**src/rtl/core/assert_macros.svh**
```systemverilog
// Assertion macros shared by the RTL.
`ifndef ASSERT_MACROS_SVH
`define ASSERT_MACROS_SVH
`ifndef NO_ASSERTIONS
`define DHT_ASSERT(lbl, clk, rst, prop, msg) \
   lbl: assert property (@(posedge clk) disable iff (rst) (prop)) else $error(msg);
`define DHT_ASSERT_IMPL(lbl, clk, rst, pre, post, msg) \
   lbl: assert property (@(posedge clk) disable iff (rst) (pre) |-> (post)) else $error(msg);
`else
`define DHT_ASSERT(lbl, clk, rst, prop, msg)
`define DHT_ASSERT_IMPL(lbl, clk, rst, pre, post, msg)
`endif
`endif

```
**src/rtl/core/dht_pkg.sv**
```systemverilog
package dht_pkg;

   localparam int TABLE_SIZE  = 127;
   localparam int SLOT_W      = 8;
   localparam int KEY_W       = 31;
   localparam int PAY_W       = 64;
   localparam int IDX_W       = $clog2(TABLE_SIZE);
   localparam int QUEUE_DEPTH = 2;

   typedef enum logic [2:0] {
      STATUS_INSERTED = 3'd0,
      STATUS_FULL     = 3'd1,
      STATUS_ZERO     = 3'd2,
      STATUS_READ     = 3'd3,
      STATUS_RANGE    = 3'd4
   } status_type;

   typedef enum logic [1:0] {
      KIND_INSERT = 2'd0,
      KIND_ZERO   = 2'd1,
      KIND_READ   = 2'd2,
      KIND_RANGE  = 2'd3
   } kind_type;

   typedef struct packed {
      logic              action;
      logic [KEY_W-1:0]  key;
      logic [PAY_W-1:0]  payload;
      logic [SLOT_W-1:0] slot_index;
   } req_type;

   typedef struct packed {
      status_type        status;
      logic [SLOT_W-1:0] slot;
      logic [KEY_W-1:0]  read_key;
      logic [PAY_W-1:0]  read_payload;
      logic [SLOT_W-1:0] entry_count;
   } rsp_type;

   // classified work handed from front to back; slot is home slot or read index
   typedef struct packed {
      kind_type          kind;
      logic [KEY_W-1:0]  key;
      logic [PAY_W-1:0]  payload;
      logic [SLOT_W-1:0] slot;
   } job_type;

   typedef struct packed {
      logic    push;
      job_type job;
   } push_type;

   // v mod TABLE_SIZE for v below 16*TABLE_SIZE
   function automatic logic [SLOT_W-1:0] mod_table(input logic [13:0] v);
      logic [13:0] r;
      r = v;
      for (int i = 3; i >= 0; i--) begin
         if (r >= (14'(TABLE_SIZE) << i)) r = r - (14'(TABLE_SIZE) << i);
      end
      return r[SLOT_W-1:0];
   endfunction

   // v mod (TABLE_SIZE-1) for v below 32*(TABLE_SIZE-1)
   function automatic logic [SLOT_W-1:0] mod_step(input logic [13:0] v);
      logic [13:0] r;
      r = v;
      for (int i = 4; i >= 0; i--) begin
         if (r >= (14'(TABLE_SIZE - 1) << i)) r = r - (14'(TABLE_SIZE - 1) << i);
      end
      return r[SLOT_W-1:0];
   endfunction

endpackage

```
**src/rtl/core/dht_queue.sv**
```systemverilog
module dht_queue (
   input  logic             clock,
   input  logic             reset,
   input  dht_pkg::push_type wr,
   input  logic             pop,
   output dht_pkg::job_type pop_job,
   output logic             empty,
   output logic             full
);
   import dht_pkg::*;

   localparam int PTR_W = $clog2(QUEUE_DEPTH);

   job_type              store_ff [QUEUE_DEPTH];
   logic [PTR_W-1:0]     wr_ptr_ff, wr_ptr_in;
   logic [PTR_W-1:0]     rd_ptr_ff, rd_ptr_in;
   logic [PTR_W:0]       count_ff, count_in;

   assign empty   = (count_ff == '0);
   assign full    = (count_ff == (PTR_W+1)'(QUEUE_DEPTH));
   assign pop_job = store_ff[rd_ptr_ff];

   // pointer and fill update
   always_comb begin
      wr_ptr_in = wr_ptr_ff;
      rd_ptr_in = rd_ptr_ff;
      count_in  = count_ff;
      if (wr.push) begin
         wr_ptr_in = (wr_ptr_ff == PTR_W'(QUEUE_DEPTH - 1)) ? '0 : wr_ptr_ff + 1'b1;
      end
      if (pop) begin
         rd_ptr_in = (rd_ptr_ff == PTR_W'(QUEUE_DEPTH - 1)) ? '0 : rd_ptr_ff + 1'b1;
      end
      if (wr.push && !pop) count_in = count_ff + 1'b1;
      else if (pop && !wr.push) count_in = count_ff - 1'b1;
   end

   always_ff @(posedge clock) begin
      if (reset) begin
         wr_ptr_ff <= '0;
         rd_ptr_ff <= '0;
         count_ff  <= '0;
      end else begin
         wr_ptr_ff <= wr_ptr_in;
         rd_ptr_ff <= rd_ptr_in;
         count_ff  <= count_in;
      end
   end

   always_ff @(posedge clock) begin
      if (wr.push) store_ff[wr_ptr_ff] <= wr.job;
   end

endmodule

```
**config.mk**
```make
export PLATFORM = sky130hd
export DESIGN_NAME = dht_queue
export DESIGN_NICKNAME = d
export VERILOG_FILES = /design/src/rtl/core/assert_macros.svh /design/src/rtl/core/dht_pkg.sv /design/src/rtl/core/dht_queue.sv
export SDC_FILE = /design/constraint.sdc
export NUM_CORES = 1
export LEC_CHECK = 0
export BUFFER_PORTS_ARGS = -buffer_cell sky130_fd_sc_hd__buf_2
export CORE_ASPECT_RATIO = 1.25
export CORE_UTILIZATION = 25
export DETAILED_ROUTE_END_ITERATION = 8
export SLEW_MARGIN = 30
export SYNTH_ARGS = -nofsm -noshare
export SYNTH_HDL_FRONTEND = slang
export SYNTH_SLANG_ARGS = --single-unit
```
**constraint.sdc**
```tcl
create_clock -name clock -period 12.56 [get_ports clock]
set_clock_uncertainty 0.1 [all_clocks]
set_input_delay 0.628 -clock clock [delete_from_list [all_inputs] [get_ports clock]]
set_output_delay 0.628 -clock clock [all_outputs]
set_load 0.005 [all_outputs]
```
==> flow_summary_export.csv, run 1 <==
group,metric,value,unit
synthesis,avgSynthCellArea,23.0,sq um
global_routing,antenna_found_initial,5,
synthesis,synthCells,349,
critical_path,timing.rr.start,"wr_ptr_ff$_SDFFE_PP0P_",
critical_path,critPathKind,"reg2out",
global_routing,grt_pass1_vias,4030,
global_routing,grt_first_pass_wirelength,22.8,mm
synthesis,ys_types,18,
synthesis,synth_warnings,0,
critical_path,crit_fanout,58,
sta,whs,0.202,ns
floorplan,pin_count,216,
clock_tree,post_cts_buffers,0,
critical_path,rrSetupSlack,10.25,ns
clock_tree,ctsHoldBuffers,0,
sta,finalMaxSlewViolations,0,
clock_tree,cts_buffers,23,
synthesis,synth-seq-cells,215,
hold_path,hold_class,"in2reg",
sta,hold_violations,0,
critical_path,worstPathCellList,"buf_6 > mux2_2 > buf_2",
finish,fillerInstances,3060,
clock_tree,clkSinkCount,215,
global_routing,grt_max_degree,59,
synthesis,synth_edf_count,210,
global_routing,grt-ovfl-total,0,
clock_tree,clk_latency,0.51,ns
sta,rsz0062_at_grt,"false",
finish,drive_gt1_share,60.2,%
pwr,irDropWorstVdd,86.2,uV
synthesis,async_reset_ff_share,0,%
synthesis,synth_common_cells,"edfxtp_1 (210), mux2_2 (55), mux2_4 (50)",
synthesis,synth_nets,459,
critical_path,crit_arrival,2.59,ns
synthesis,synth_top_area_cell,"edfxtp_1",
critical_path,required,11.83,ns
floorplan,fp.coreArea,31700,sq um
clock_tree,cts_tree,"yes",
clock_tree,h-tree-depth,1,
drt,drtIter0Drc,180,
synthesis,ys_seq_area_share,79.8,%
drt,viasPerCell,3.94,
finish,postLayoutCoreUtil,32.5,%
drt,drtPass1Iterations,4,
drt,ant_nets,0,
hold_path,min_path_cells,1,
placed_design,place_hpwl,10.3,mm
clock_tree,clk_pin_slew_worst_paths,0.06,ns
hold_path,min_to,"store_ff[1][24]$_DFFE_PP_",
hold_path,hp-start,"wr[24]",
floorplan,dieWidth,162,microns
clock_tree,cts_root_buffer,"clkbuf_16",
sta,relSlewSlack,45.7,%
sta,fin_crit_sh,26.4,%
clock_tree,cts_resized,0,
pwr,power_density,166,nW/um^2
sta,worst_slew_pin_slew,0.815,ns
floorplan,initial_core_util,25.3,%
drt,vias,3996,
placed_design,port_buffers,215,
synthesis,netlist_area,8030,sq um
critical_path,r2r_cells,2,
synthesis,synth_top_area_share,78.5,%
critical_path,r2r-end,"store_ff[1][44]$_DFFE_PP_",
global_routing,track_usage,9.19,%
drt,route.detailed.drc,0,
sta,clock.fmax,0.302,GHz
drt,drt-total-wl,15.7,mm
drt,wl_per_cell,15.5,microns
sta,setup_viol,0,
pwr,total_leakage_power,3.89,nW
synthesis,synth.most_common_cell,"edfxtp_1",
run_status,outcome,"completed",
floorplan,fp.dieH,202,microns
finish,nNetsFinal,691,
placed_design,dp_slack,9.46,ns
critical_path,slowest_delay,0.85,ns
floorplan,die-area,32900,sq um
critical_path,crit_path_top_delay_cell,"dfxtp_4",
critical_path,crit_path_end_kind,"output port",
finish,areaGrowthSynthToFinish,28.3,%
sta,setup_tns,0,ns
floorplan,rows,73,
synthesis,postSynth.topFlopCell,"edfxtp_1",
critical_path,critPathLaunchType,"flop",
placed_design,gp_congestion,0.729,
sta,setup_slack,9.25,ns
synthesis,synth_area_leaders,"edfxtp_1 (79%), mux2_4 (9.3%), mux2_2 (7.7%)",
sta,min_period,3.31,ns
run,maxCapViolations,0,
clock_tree,clk_path_buf_depth,3,
metrics by stage:
| step | std cells | area [sq um] | total power [mW] |
|---|---|---|---|
| 2_1_floorplan | 349 | 8030 | 0.966 |
| 3_3_place_gp | 968 | 9520 | 1.03 |
| 3_5_place_dp | 968 | 9520 | 1.03 |
| 4_1_cts | 1010 | 10300 | 1.74 |
| 5_1_grt | 1010 | 10300 | 1.77 |
| 6_report | 1013 | 10300 | 1.71 |
per-layer routing:
metal	wire (microns)	up-vias	track usage [%]	part of all wire, %
li1	-	1861	-	-
met1	5900	1948	9.94	37
met2	7880	144	15.8	50
met3	1390	37	3.22	8.9
met4	528	6	4.65	3.4
met5	40	-	0	0.25
how the worst max path moves through the flow:
stage               slack (ns)                  endpoint    start  cells past startpoint
global route              9.08               pop_job[28]     flop                      3
global placement          9.50               pop_job[84]     flop                      3
finish                    9.25               pop_job[84]     flop                      3
CTS                       8.88               pop_job[84]     flop                      3
detailed placement        9.46               pop_job[84]     flop                      3
floorplan                 6.68  store_ff[0][0]$_DFFE_PP_  wr[105]                      1
registers in the layout, indices dropped and copies added (netlist names), named ones only:
| name | flops |
|---|---|
| count_ff | 2 |
| rd_ptr_ff | 1 |
| store_ff | 210 |
| wr_ptr_ff | 1 |
area by class of cell:
cell class,instances,area (sq um),share of cell area (%)
Clock inverter,12,174,1.69
Clock buffer,30,602,5.84
Sequential cell,215,6410,62.2
Multi-Input combinational cell,121,1480,14.4
Antenna cell,3,7.51,0.0729
Timing Repair Buffer,219,1110,10.8
Tap cell,412,515,5.00
Inverter,1,3.75,0.0364
report_power, final:
| part | internal [mW] | leakage [nW] | switching [mW] |
|---|---|---|---|
| Combinational | 0.0878 | 1.50 | 0.0715 |
| Sequential | 0.838 | 2.01 | 0.0178 |
| Clock | 0.422 | 0.369 | 0.269 |
| Total | 1.35 | 3.89 | 0.358 |
worst max-delay path, delay by kind of cell (launching register included):
| family | cells | cell delay (ns) |
|---|---|---|
| DFF | 1 | 0.85 |
| muxes | 1 | 0.42 |
| buffers and inverters | 2 | 0.74 |
kinds of logic after synthesis:
family,synth area share [%]
simple gates,0.545
xor+xnor,0.436
mux,17.1
flops,79.8
compound gates,0.124
fa+ha+maj,0.156
buf+inv,1.93
placed cells by master, fill, tap and decap left out, drive strengths merged:
cell type	instances
buf	219
edfxtp	210
mux2	105
clkbuf	30
nor2	5
dfxtp	5
bufinv	4
clkinv	4
diode	3
inv	3
xor2	2
xnor2	2
clkinvlp	2
nor2b	2
and2	1
o21ai	1
or3	1
a21oi	1
ha	1
Note: power is estimated with default switching activity, not from simulation.
==> inputs of run 2 (changes only) <==
clock period = 2.77 ns   (was 12.56 ns; I/O delays follow)
==> run 2 against run 1 <==
  * Final cell count is 11% higher
  * Via count grew 11%
  * Sequential share of layout area down 6.2 points
  * Register-to-register slack lost 8.9 ns
  * Flip-flop and latch count unchanged
  * Critical endpoint is now pop_job[92]
  * Highest routed layer unchanged
==> flow_summary_export.csv, run 2 (same netlist as run 1, synthesis figures left out) <==
group,metric,value,unit
global_routing,antenna_found_initial,2,
floorplan,die-area,32900,sq um
pwr,pwr-share-clk,38.0,%
finish,largestRegisters,"store_ff: 210 flops, count_ff: 2 flops",
run_status,outcome,"completed",
critical_path,crit_arrival,2.02,ns
drt,drtPass1Iterations,4,
pwr,swShare,21.9,%
finish,final_cell_area,11400,sq um
clock_tree,cts_tree,"yes",
drt,wl_per_cell,14.5,microns
floorplan,fp.coreArea,31700,sq um
placed_design,port_buffers,215,
hold_path,hold_class,"in2reg",
pwr,p_seq_share,50.4,%
sta,fin_crit_sh,81.4,%
critical_path,path_depth,3,
finish,drive_gt1_share,51.1,%
clock_tree,cts_buffers,24,
clock_tree,h-tree-depth,1,
finish,final_cell_mix,"buf_2 (215), edfxtp_1 (210), dlygate4sd3_1 (109)",
finish,layout_commonest_cell,"buf_2",
clock_tree,clkSinkCount,215,
sta,min_period,2.26,ns
pwr,p_int,5.98,mW
critical_path,r2r_cells,2,
drt,ant_nets,0,
sta,setup_viol,0,
critical_path,critPathLaunchType,"flop",
sta,setup_slack,0.515,ns
critical_path,crit_path_top_delay_cell,"dfxtp_4",
placed_design,dp.cells,972,
drt,viasPerCell,3.93,
floorplan,pin_count,216,
clock_tree,clk_latency,0.51,ns
sta,worst_slew_pin_slew,0.484,ns
drt,route.detailed.drc,0,
drt,drtIter0Drc,231,
global_routing,grt_pass1_vias,4732,
run,maxCapViolations,0,
floorplan,dieWidth,162,microns
pwr,power_density,670,nW/um^2
clock_tree,cts_root_buffer,"clkbuf_16",
placed_design,place_area,9620,sq um
hold_path,min_path_cells,2,
placed_design,gp_congestion,0.715,
critical_path,crit_path_end_kind,"output port",
critical_path,required,2.53,ns
global_routing,grt-ovfl-total,0,
critical_path,crit_family,"flip-flops",
pwr,power.switching,1.68,mW
sta,hold_violations,0,
critical_path,slowest_delay,0.65,ns
critical_path,worstPathCellList,"buf_12 > mux2_2 > buf_2",
drt,drt-total-wl,16.3,mm
critical_path,crit_buf_inv,2,
sta,rsz0062_at_grt,"false",
clock_tree,clk_path_buf_depth,3,
placed_design,dp_slack,1.00,ns
finish,postLayoutCoreUtil,36.1,%
placed_design,place_hpwl,10.4,mm
sta,finalMaxSlewViolations,0,
finish,largest_reg_flops,210,
global_routing,grt_max_degree,54,
floorplan,rows,73,
clock_tree,clk_pin_slew_worst_paths,0.06,ns
floorplan,fp.dieH,202,microns
sta,relSlewSlack,67.7,%
drt,vias,4417,
pwr,total_leakage_power,4.37,nW
pwr,pwr-share-comb,11.6,%
critical_path,crit_fanout,32,
floorplan,initial_core_util,25.3,%
critical_path,critPathKind,"reg2out",
clock_tree,cts_resized,0,
pwr,irDropWorstVdd,375,uV
sta,setup_tns,0,ns
finish,areaGrowthSynthToFinish,42.5,%
sta,clock.fmax,0.443,GHz
global_routing,grt_first_pass_wirelength,24.6,mm
global_routing,track_usage,9.69,%
finish,nNetsFinal,805,
finish,fin_cells,1125,
finish,top_register,"store_ff",
-- run 2: power by group through the flow --
stage | Clock [mW] | Sequential (mW) | Combinational, mW
6_report | 2.91 | 3.86 | 0.891
5_1_grt | 3.12 | 3.88 | 0.965
4_1_cts | 3.01 | 3.87 | 0.912
3_5_place_dp | 0 | 3.94 | 0.783
3_3_place_gp | 0 | 3.93 | 0.775
2_1_floorplan | 0 | 3.91 | 0.459
-- run 2: worst paths after layout --
check                                         startpoint                         to  slack [ns]
worst max-delay path                                flop                pop_job[92]        0.51
worst min-delay path                              wr[12]  store_ff[0][12]$_DFFE_PP_        0.25
worst max register to register    wr_ptr_ff$_SDFFE_PP0P_  store_ff[1][72]$_DFFE_PP_        1.40
worst min register to register  count_ff[1]$_SDFFE_PP0P_   count_ff[1]$_SDFFE_PP0P_        0.41
-- run 2: layer usage --
layer | part of all wire, % | vias to the layer above | track usage, %
met5 | 0.074 | - | 0
met4 | 2.9 | 2 | 4.38
met3 | 6.0 | 31 | 2.40
met2 | 55 | 138 | 18.3
met1 | 36 | 2171 | 9.88
li1 | - | 2075 | -
-- run 2: worst reg2reg max path, cell delays in order, from the launching register on --
cell	delay, ns
dfxtp_1	0.41
and2_4	0.21
buf_12	0.28
-- run 2: stage by stage --
stage	total power [mW]	hold WS [ns]
after CTS	7.79	0.212
after global routing	7.97	0.235
after floorplan	4.36	0.108
after global placement	4.70	0.226
final	7.67	0.248
after detailed placement	4.72	0.229
-- run 2: layout make-up --
class                           instances  area [sq um]
Inverter                                1          3.75
Clock buffer                           31           648
Fill cell                            2978         20200
Timing Repair Buffer                  332          2300
Sequential cell                       215          6410
Multi-Input combinational cell        121          1480
Tap cell                              412           515
Antenna cell                            1          2.50
Clock inverter                         12          81.3
-- run 2: what timing repair did --
item | 4_1_cts | 5_1_grt
hold endpoints to repair | 215 | 0
hold buffers | 109 | 0
setup buffers | 0 | 0
